## src/rtl/sitdc_pkg.sv

```systemverilog
// Shared constants and types for the signed integer to decimal character unit.
package sitdc_pkg;

    localparam int BIN_W       = 32;
    localparam int DIGIT_W     = 4;
    localparam int NUM_DIGITS  = 10;
    localparam int BCD_W       = NUM_DIGITS * DIGIT_W;
    localparam int CONV_CNT_W  = $clog2(BIN_W);
    localparam int DIGIT_CNT_W = $clog2(NUM_DIGITS);
    localparam int CODE_W      = 6;

    localparam logic [CODE_W-1:0] CHAR_ZERO  = 6'd48;
    localparam logic [CODE_W-1:0] CHAR_NINE  = 6'd57;
    localparam logic [CODE_W-1:0] CHAR_MINUS = 6'd45;

    typedef struct packed {
        logic load;
        logic dabble;
        logic digit_shift;
    } dabble_ctrl_t;

endpackage

```

## src/rtl/sitdc_dabble.sv

```systemverilog
// Bit-serial binary to BCD converter (shift and add three), with digit unload.
module sitdc_dabble (
    input  logic                                clk,
    input  logic [sitdc_pkg::BIN_W-1:0]         mag,
    input  sitdc_pkg::dabble_ctrl_t             ctrl,
    output logic [sitdc_pkg::DIGIT_W-1:0]       top_digit
);

    logic [sitdc_pkg::BIN_W-1:0] bin_reg;
    logic [sitdc_pkg::BIN_W-1:0] bin_next;
    logic [sitdc_pkg::BCD_W-1:0] bcd_reg;
    logic [sitdc_pkg::BCD_W-1:0] bcd_next;
    logic [sitdc_pkg::BCD_W-1:0] bcd_adj;

    // every digit of 5 or more gets 3 added before the next shift
    always_comb
    begin
        for (int d = 0; d < sitdc_pkg::NUM_DIGITS; d++)
        begin
            if (bcd_reg[d*sitdc_pkg::DIGIT_W +: sitdc_pkg::DIGIT_W] >= 4'd5)
                bcd_adj[d*sitdc_pkg::DIGIT_W +: sitdc_pkg::DIGIT_W] =
                    bcd_reg[d*sitdc_pkg::DIGIT_W +: sitdc_pkg::DIGIT_W] + 4'd3;
            else
                bcd_adj[d*sitdc_pkg::DIGIT_W +: sitdc_pkg::DIGIT_W] =
                    bcd_reg[d*sitdc_pkg::DIGIT_W +: sitdc_pkg::DIGIT_W];
        end
    end

    always_comb
    begin
        bin_next = bin_reg;
        bcd_next = bcd_reg;
        if (ctrl.load)
        begin
            bin_next = mag;
            bcd_next = '0;
        end
        else if (ctrl.dabble)
        begin
            bin_next = {bin_reg[sitdc_pkg::BIN_W-2:0], 1'b0};
            bcd_next = {bcd_adj[sitdc_pkg::BCD_W-2:0], bin_reg[sitdc_pkg::BIN_W-1]};
        end
        else if (ctrl.digit_shift)
        begin
            bcd_next = {bcd_reg[sitdc_pkg::BCD_W-sitdc_pkg::DIGIT_W-1:0],
                        {sitdc_pkg::DIGIT_W{1'b0}}};
        end
    end

    always_ff @(posedge clk)
    begin
        bin_reg <= bin_next;
        bcd_reg <= bcd_next;
    end

    assign top_digit = bcd_reg[sitdc_pkg::BCD_W-1 -: sitdc_pkg::DIGIT_W];

endmodule

```

## src/rtl/signed_int_to_decimal_chars_unit.sv

```systemverilog
// Top level: signed 32-bit integer to decimal ASCII characters, one per strobe.
//
//  channel   | handshake           | payload
//  ----------+---------------------+---------------------------
//  request   | start / busy        | value[31:0] (signed)
//  result    | strobe (one cycle)  | char_code[5:0], last_char
//
// A request is loaded at the accepting edge, then converted by shift/add-3 (one bit
// per cycle), followed by a minus sign if negative and a scan of all 10 digits,
// so how long busy stays high does not depend on the magnitude.
// Leading-zero digits are scanned but give no strobe.
// Reset clears the sequencer and the strobe; the receiver cannot stall.
module signed_int_to_decimal_chars_unit (
    input  logic                               clk,
    input  logic                               rst_n,
    input  logic                               start,
    input  logic signed [sitdc_pkg::BIN_W-1:0] value,
    output logic                               busy,
    output logic                               strobe,
    output logic [sitdc_pkg::CODE_W-1:0]       char_code,
    output logic                               last_char
);

    localparam logic [1:0] S_IDLE   = 2'd0;
    localparam logic [1:0] S_CONV   = 2'd1;
    localparam logic [1:0] S_SIGN   = 2'd2;
    localparam logic [1:0] S_DIGITS = 2'd3;

    logic [1:0]                          state_reg;
    logic [1:0]                          state_next;
    logic [sitdc_pkg::CONV_CNT_W-1:0]    conv_cnt_reg;
    logic [sitdc_pkg::CONV_CNT_W-1:0]    conv_cnt_next;
    logic [sitdc_pkg::DIGIT_CNT_W-1:0]   digit_cnt_reg;
    logic [sitdc_pkg::DIGIT_CNT_W-1:0]   digit_cnt_next;
    logic                                neg_reg;
    logic                                neg_next;
    logic                                started_reg;
    logic                                started_next;
    logic                                strobe_reg;
    logic                                strobe_next;
    logic [sitdc_pkg::CODE_W-1:0]        char_code_reg;
    logic [sitdc_pkg::CODE_W-1:0]        char_code_next;
    logic                                last_reg;
    logic                                last_next;

    logic [sitdc_pkg::BIN_W-1:0]         value_u;
    logic [sitdc_pkg::BIN_W-1:0]         mag;
    logic                                accept;
    logic                                last_digit;
    logic [sitdc_pkg::DIGIT_W-1:0]       top_digit;
    sitdc_pkg::dabble_ctrl_t             ctrl;

    assign value_u = value;
    // unsigned negate keeps the most negative value exact
    assign mag     = value_u[sitdc_pkg::BIN_W-1] ? (~value_u + 32'd1) : value_u;
    assign busy    = (state_reg != S_IDLE);
    assign accept  = start && !busy;
    assign last_digit = (digit_cnt_reg == sitdc_pkg::DIGIT_CNT_W'(sitdc_pkg::NUM_DIGITS - 1));

    always_comb
    begin
        ctrl.load        = accept;
        ctrl.dabble      = (state_reg == S_CONV);
        ctrl.digit_shift = (state_reg == S_DIGITS);
    end

    sitdc_dabble u_dabble (
        .clk       (clk),
        .mag       (mag),
        .ctrl      (ctrl),
        .top_digit (top_digit)
    );

    always_comb
    begin
        state_next     = state_reg;
        conv_cnt_next  = conv_cnt_reg;
        digit_cnt_next = digit_cnt_reg;
        neg_next       = neg_reg;
        started_next   = started_reg;
        strobe_next    = 1'b0;
        char_code_next = char_code_reg;
        last_next      = last_reg;
        case (state_reg)
            S_IDLE:
            begin
                if (accept)
                begin
                    neg_next      = value_u[sitdc_pkg::BIN_W-1];
                    conv_cnt_next = '0;
                    state_next    = S_CONV;
                end
            end
            S_CONV:
            begin
                conv_cnt_next = conv_cnt_reg + 1'b1;
                if (conv_cnt_reg == sitdc_pkg::CONV_CNT_W'(sitdc_pkg::BIN_W - 1))
                begin
                    digit_cnt_next = '0;
                    started_next   = 1'b0;
                    state_next     = neg_reg ? S_SIGN : S_DIGITS;
                end
            end
            S_SIGN:
            begin
                strobe_next    = 1'b1;
                char_code_next = sitdc_pkg::CHAR_MINUS;
                last_next      = 1'b0;
                state_next     = S_DIGITS;
            end
            S_DIGITS:
            begin
                digit_cnt_next = digit_cnt_reg + 1'b1;
                // skip leading zeros; the units digit always goes out
                if (started_reg || top_digit != '0 || last_digit)
                begin
                    strobe_next    = 1'b1;
                    char_code_next = sitdc_pkg::CHAR_ZERO + {2'b00, top_digit};
                    last_next      = last_digit;
                end
                started_next = started_reg || (top_digit != '0);
                if (last_digit)
                    state_next = S_IDLE;
            end
            default:
            begin
                state_next = S_IDLE;
            end
        endcase
    end

    always_ff @(posedge clk or negedge rst_n)
    begin
        if (!rst_n)
        begin
            state_reg     <= S_IDLE;
            conv_cnt_reg  <= '0;
            digit_cnt_reg <= '0;
            neg_reg       <= 1'b0;
            started_reg   <= 1'b0;
            strobe_reg    <= 1'b0;
        end
        else
        begin
            state_reg     <= state_next;
            conv_cnt_reg  <= conv_cnt_next;
            digit_cnt_reg <= digit_cnt_next;
            neg_reg       <= neg_next;
            started_reg   <= started_next;
            strobe_reg    <= strobe_next;
        end
    end

    always_ff @(posedge clk)
    begin
        char_code_reg <= char_code_next;
        last_reg      <= last_next;
    end

    assign strobe    = strobe_reg;
    assign char_code = char_code_reg;
    assign last_char = last_reg;

`ifndef SYNTHESIS
    a_strobe_src: assert property (@(posedge clk) disable iff (!rst_n)
        strobe |-> ($past(state_reg) == S_SIGN || $past(state_reg) == S_DIGITS))
        else $error("strobe without sign or digit phase");

    a_char_range: assert property (@(posedge clk) disable iff (!rst_n)
        strobe |-> (char_code == sitdc_pkg::CHAR_MINUS ||
                    (char_code >= sitdc_pkg::CHAR_ZERO && char_code <= sitdc_pkg::CHAR_NINE)))
        else $error("character code out of range");

    a_minus_not_last: assert property (@(posedge clk) disable iff (!rst_n)
        (strobe && char_code == sitdc_pkg::CHAR_MINUS) |-> !last_char)
        else $error("minus sign flagged as last");

    a_last_ends: assert property (@(posedge clk) disable iff (!rst_n)
        (strobe && last_char) |-> !busy)
        else $error("last character while still busy");
`endif

endmodule
```

## config.mk

```make
export PLATFORM = sky130hd
export DESIGN_NAME = signed_int_to_decimal_chars_unit
export DESIGN_NICKNAME = d
export VERILOG_FILES = /design/src/rtl/sitdc_pkg.sv /design/src/rtl/sitdc_dabble.sv /design/src/rtl/signed_int_to_decimal_chars_unit.sv
export SDC_FILE = /design/constraint.sdc
export NUM_CORES = 1
export LEC_CHECK = 0
export ABC_AREA = 1
export ABC_CLOCK_PERIOD_IN_PS = 2600
export BUFFER_PORTS_ARGS = -buffer_cell sky130_fd_sc_hd__buf_2
export CAP_MARGIN = 20
export CORE_MARGIN = 4
export CORE_UTILIZATION = 55
export CTS_CLUSTER_DIAMETER = 120
export DETAILED_ROUTE_END_ITERATION = 12
export PLACE_DENSITY = 0.82
export SYNTH_ARGS = -nofsm -noshare
export SYNTH_HDL_FRONTEND = slang
export SYNTH_HIERARCHICAL = 1
export SYNTH_SLANG_ARGS = --single-unit
```

## constraint.sdc

```tcl
create_clock -name clk -period 2.6 [get_ports clk]
set_input_delay 0.52 -clock clk [delete_from_list [all_inputs] [get_ports clk]]
set_output_delay 0.52 -clock clk [all_outputs]
set_load 0.05 [all_outputs]
```

### Yosys cells after proc, flatten, opt, wreduce, memory -nomap -nowiden

Index checks and enable logic that the tools add are counted.

| storage, ports and cells | value |
|---|---|
| bits in latches | 0 |
| memories | 0 |
| bits in registers | 93 |
| input port bits | 35 |
| bits in read-only memories | 0 |
| memory bits (writable) | 0 |
| output and inout port bits | 9 |

| cells by class | value |
|---|---|
| shift operators | 0 |
| reduce and logical (&&, ||, !) cells | 16 |
| div/mod/pow operators | 0 |
| $add $sub $neg | 14 |
| equal/unequal tests | 9 |
| bitwise gates (word level) | 1 |
| magnitude comparators | 10 |
| multiply operators | 0 |
| muxes and demuxes | 32 |

Operator list:

| cell | count |
|---|---|
| 32-bit two-way mux | 3 |
| 40-bit two-way mux | 2 |
| 4-bit by 3-bit >= comparator with 1-bit output (second input constant) | 10 |
| 4-bit two-way mux | 10 |
| 4-bit by 2-bit adder with 4-bit output (second input constant) | 9 |
| 32-bit by 1-bit adder with 32-bit output (second input constant) | 1 |
| 32-bit NOT | 1 |
| 6-bit case mux with 2 select lines | 1 |
| 5-bit case mux with 2 select lines | 1 |
| 2-bit nonzero test | 5 |
| 2-bit case mux with 4 select lines | 1 |
| 4-bit case mux with 2 select lines | 1 |
| 2-bit AND reduction | 4 |
| 5-bit by 5-bit adder with 6-bit output (first input constant) | 1 |
| 2-bit two-way mux | 3 |
| 6-bit two-way mux | 1 |
| 1-bit case mux with 2 select lines | 3 |
| 5-bit by 1-bit adder with 5-bit output (second input constant) | 1 |
| 5-bit == test (second input constant) | 1 |
| 5-bit two-way mux | 1 |
| 4-bit by 1-bit adder with 4-bit output (second input constant) | 1 |
| 2-bit == test (second input constant) | 2 |
| 4-bit == test (second input constant) | 1 |
| 1-bit two-way mux | 4 |
| 11 further kinds | 14 |

### Longest topological paths before layout

| depth | value |
|---|---|
| word-level depth | 5 |
| depth in mapped cells | 11 |

### By module

The synthesis kept the hierarchy.

Modules (own cells, without submodules):

| module | area an instance (µm²) | cells each | times used | sequential area each (µm²) |
|---|---|---|---|---|
| sitdc_dabble | 4082.7 | 562 | 1 | 1761.7 |
| signed_int_to_decimal_chars_unit | 2132.0 | 331 | 1 | 530.5 |

### Least setup slack after synthesis

OpenSTA, ideal clock, no wires.

| timing path | value |
|---|---|
| path type | reg2reg |
| from | reg state_reg[0] |
| to | reg u_dabble/bin_reg[0] (netlist name) (enable) |
| data required time | 2.211 ns |
| setup time | 0.389 ns |
| arrival time | 2.108 ns |
| stages on the path, launching flop included | 10 |
| path buffers | 3 |
| path slack | 0.102 ns |
| cell sequence | dfrtp_1 > inv_1 > ha_1 > nand2_1 > inv_1 > buf_2 > inv_2 > buf_2 > buf_2 > nand2_1 |

| on the way | value |
|---|---|
| word-level cells in the longest chain between the ends | 4 |
| elaborated cells on any way between the ends | 5 |

Ends and longest elaborated chain:

| item | line | source |
|---|---|---|
| from (decl) | signed_int_to_decimal_chars_unit.sv:29 | `logic [1:0] state_reg;` |
| from (signal assigned) | signed_int_to_decimal_chars_unit.sv:145 | `state_reg <= state_next;` |
| 2-bit nonzero test | signed_int_to_decimal_chars_unit.sv:56 | `assign busy = (state_reg != S_IDLE);` |
| 1-bit zero test | signed_int_to_decimal_chars_unit.sv:57 | `assign accept = start && !busy;` |
| 1-bit logical AND | signed_int_to_decimal_chars_unit.sv:57 |  |
| via accept | signed_int_to_decimal_chars_unit.sv:48 | `logic accept;` |
| 2-bit nonzero test (no source line) | n/a |  |
| to (signal assigned) | sitdc_dabble.sv:52 | `bin_reg <= bin_next;` |
| to (decl) | sitdc_dabble.sv:9 | `logic [sitdc_pkg::BIN_W-1:0] bin_reg;` |

The timed path passes the listed nets, and every way through them passes these cells.
A chain may end at the register's enable or synchronous reset.

==> results.md <==
* Fillcell total at 1023
* Lkg Pwr at 3.293 nW
* WP data arrival at 2.26 ns
* Max cap viols at 0
* Fraction of layout instances using a drive strength above 1 at 11.54%
* CTS Hold Buffers Added at 0
* Fin nets at 987
* P per Cell Area at 1201 nW/um^2
* Synthesis-to-layout area growth at 9.140%
* I/O Pins at 44
* Die Y-Extent at 114.3 um
* Vias in the first global route at 5315
* Hold Crit Class: in -> async
* Pre-CTS setup slack at 0.6415 ns
* Routed WL at 13080 um
* Setup TNS at 0 ns
* Core Area at 10940 um^2
* Die footprint at 13060 um^2
* IO Port Bufs at 42
* Ys Warns at 6
* EDFF count, synth at 38
* Cell Area, Synth at 6215 um^2
* Detailed Routing Iterations Pass 1 at 5
* Max Fclk at 0.4940 GHz
* Outcome: complete, no violations
* Most frequent cells in the layout: nand2_1 (271), inv_1 (115), o21ai_0 (71)
* Die outline width at 114.3 um
* Sink Count at 92
* #FFs+latches synth at 92
* Worst skew pair latency at 0.35 ns
* Initial antenna violation count at 0
* Mean post-synth cell area at 6.959 um^2
* Tightest Pin Transition at 0.7954 ns
* Critical Path RT at 2.84 ns
* Hpwl dp at 9423 um
* Gr ovfl total at 0
* Seq/Total Area, Yosys at 36.88%
* Routed via count at 5552
* CTS root buffer: clkbuf_16
* FFs w/ async S/R, synth at 15.22%
* DR iter-0 viols at 472
* Relative slew slack at 46.41%
* Final hold violation count at 0
* Drt wl/cell at 12.25 um
* Main synth FF type: dfxtp_1
* Routability Congestion at 0.8924
* FP Rows at 38
* Largest net degree at the start of global routing at 48
* Fin worst setup slack at 0.5757 ns
* CTS buffer count at 9
* Post-cts sizing count at 0
* Post-route antenna net violation count at 0
* Clk slew on worst S/H paths at 0.06 ns
* # DRC at 0
* Netlist cell types at 37
* Clock Skew at 0.007754 ns
* Min cycle time layout at 2.024 ns
* H-Tree Depth at 3
* Synth Net Count at 958
* Most common cell after layout, fill and taps aside: nand2_1
* Via/cell ratio at 5.203
* Crit path max fanout at 47
* Initial core utilization at 56.83%
* Final setup violation count at 0
* Period Utilization, post-route at 77.86%
* Worst setup path category: reg -> reg
* Post-CTS Setup Bufs at 0
* Number of flip-flops in the largest register at 40
* Synthesized instance count at 893
* RSZ-0062 raised after global routing: false
* Worst IR Drop VDD at 0.0008410 V
* First-pass GRT wire length at 23380 um
* Max-slew violation count at 0
* Global Route Usage Sum at 21.68%
* Critical Path Start Type: flip-flop
* Pwr Total at 8.149 mW
* ANT cells at 0
* Endpoint class of the critical path: flip-flop
* CTS max path bufs at 2
* CTS tree: done
## per-stage QoR
stage	cell area [um^2]	util, %	instances	hold WS, ns
floorplan	6215	-	893	0.2244
global placement	6490	59.35	1051	0.4320
detailed placement	6490	59.35	1051	0.4413
CTS	6783	62.03	1067	0.06436
global route	6783	62.03	1067	0.08082
finish	6783	62.03	1067	0.06009
## power breakdown
| group | leakage, nW | total (mW) | internal, mW | switching [mW] |
|---|---|---|---|---|
| Clock | 0.139 | 1.29 | 0.739 | 0.552 |
| Sequential | 0.872 | 2.87 | 2.40 | 0.467 |
| Combinational | 2.28 | 3.99 | 1.34 | 2.65 |
## cells in the mapped netlist, types with 2 or more instances
master      n  share of area, %
nor2_4      6               1.1
nand2_1   271                16
a21oi_1    56               4.5
o22ai_1     2              0.20
nand4_1    11               1.1
dfxtp_1    40                13
dfrtp_1    14               5.6
edfxtp_1   38                18
ha_1       30               6.0
o21ai_2     4              0.56
nor2_2      8              0.81
o21ai_1    10              0.81
xor2_1     18               2.5
nand3_1    56               4.5
buf_2      16               1.3
nand3b_1    2              0.24
clkbuf_1    7              0.42
nor2_1     64               3.9
o21ai_0    71               5.7
inv_1     115               6.9
nor3_1     12              0.97
inv_2       6              0.36
xnor2_1     4              0.56
buf_4      10               1.2
nand2_2    10               1.0
## layer usage
metal / global-route usage (%) / up-vias / wire, um
met1: 27.56 / 2489 / 6041
met5: 0 / - / 0
li1: - / 2903 / -
met4: 9.343 / 0 / 272
met3: 3.436 / 25 / 574
met2: 36.53 / 135 / 6188
## cells by family after synthesis
family                   Yosys count  share of synthesized area [%]
AND/OR/NAND/NOR                  446                          31.07
buffers and inverters            155                          10.29
AO/OA/AOI/OAI                    146                          12.30
flip-flops                        92                          36.88
adder cells (fa/ha/maj)           30                          6.040
XOR/XNOR                          23                          3.362
other                              1                        0.06034
## path summary, 6_finish.rpt
check                                       to           startpoint  slack (ns)  cells past startpoint
setup / recovery              digit_cnt_reg[2]         state_reg[1]        0.58                      9
hold / removal                digit_cnt_reg[0]                rst_n        0.06                      1
setup reg to reg              digit_cnt_reg[2]         state_reg[1]        0.58                      9
hold reg to reg            u_dabble/bcd_reg[1]  u_dabble/bcd_reg[1]        0.48                      2
max in group asynchronous     digit_cnt_reg[2]                rst_n        2.31                      1
min in group clk           u_dabble/bin_reg[0]             value[0]        0.46                      3
## critical path, cell delays in order (launching register included)
cell and delay [ns]:
dfrtp_1 0.41, inv_1 0.13, ha_1 0.19, buf_4 0.43
nand2_1 0.18, o21ai_2 0.14, inv_2 0.10, nand2_1 0.07
nor2_1 0.04, nor3_1 0.23
## final cells by class
class                      count  area [um^2]  area share [%]
clock buffer                   9        225.2           3.320
clock inverter                 7        67.56          0.9961
inverter                     121        454.2           6.696
multi-input combinational    646         3283           48.40
sequential                    92         2292           33.79
tap                          140        175.2           2.583
timing repair buffer          52        285.3           4.206
(Power assumes the default switching activity.)
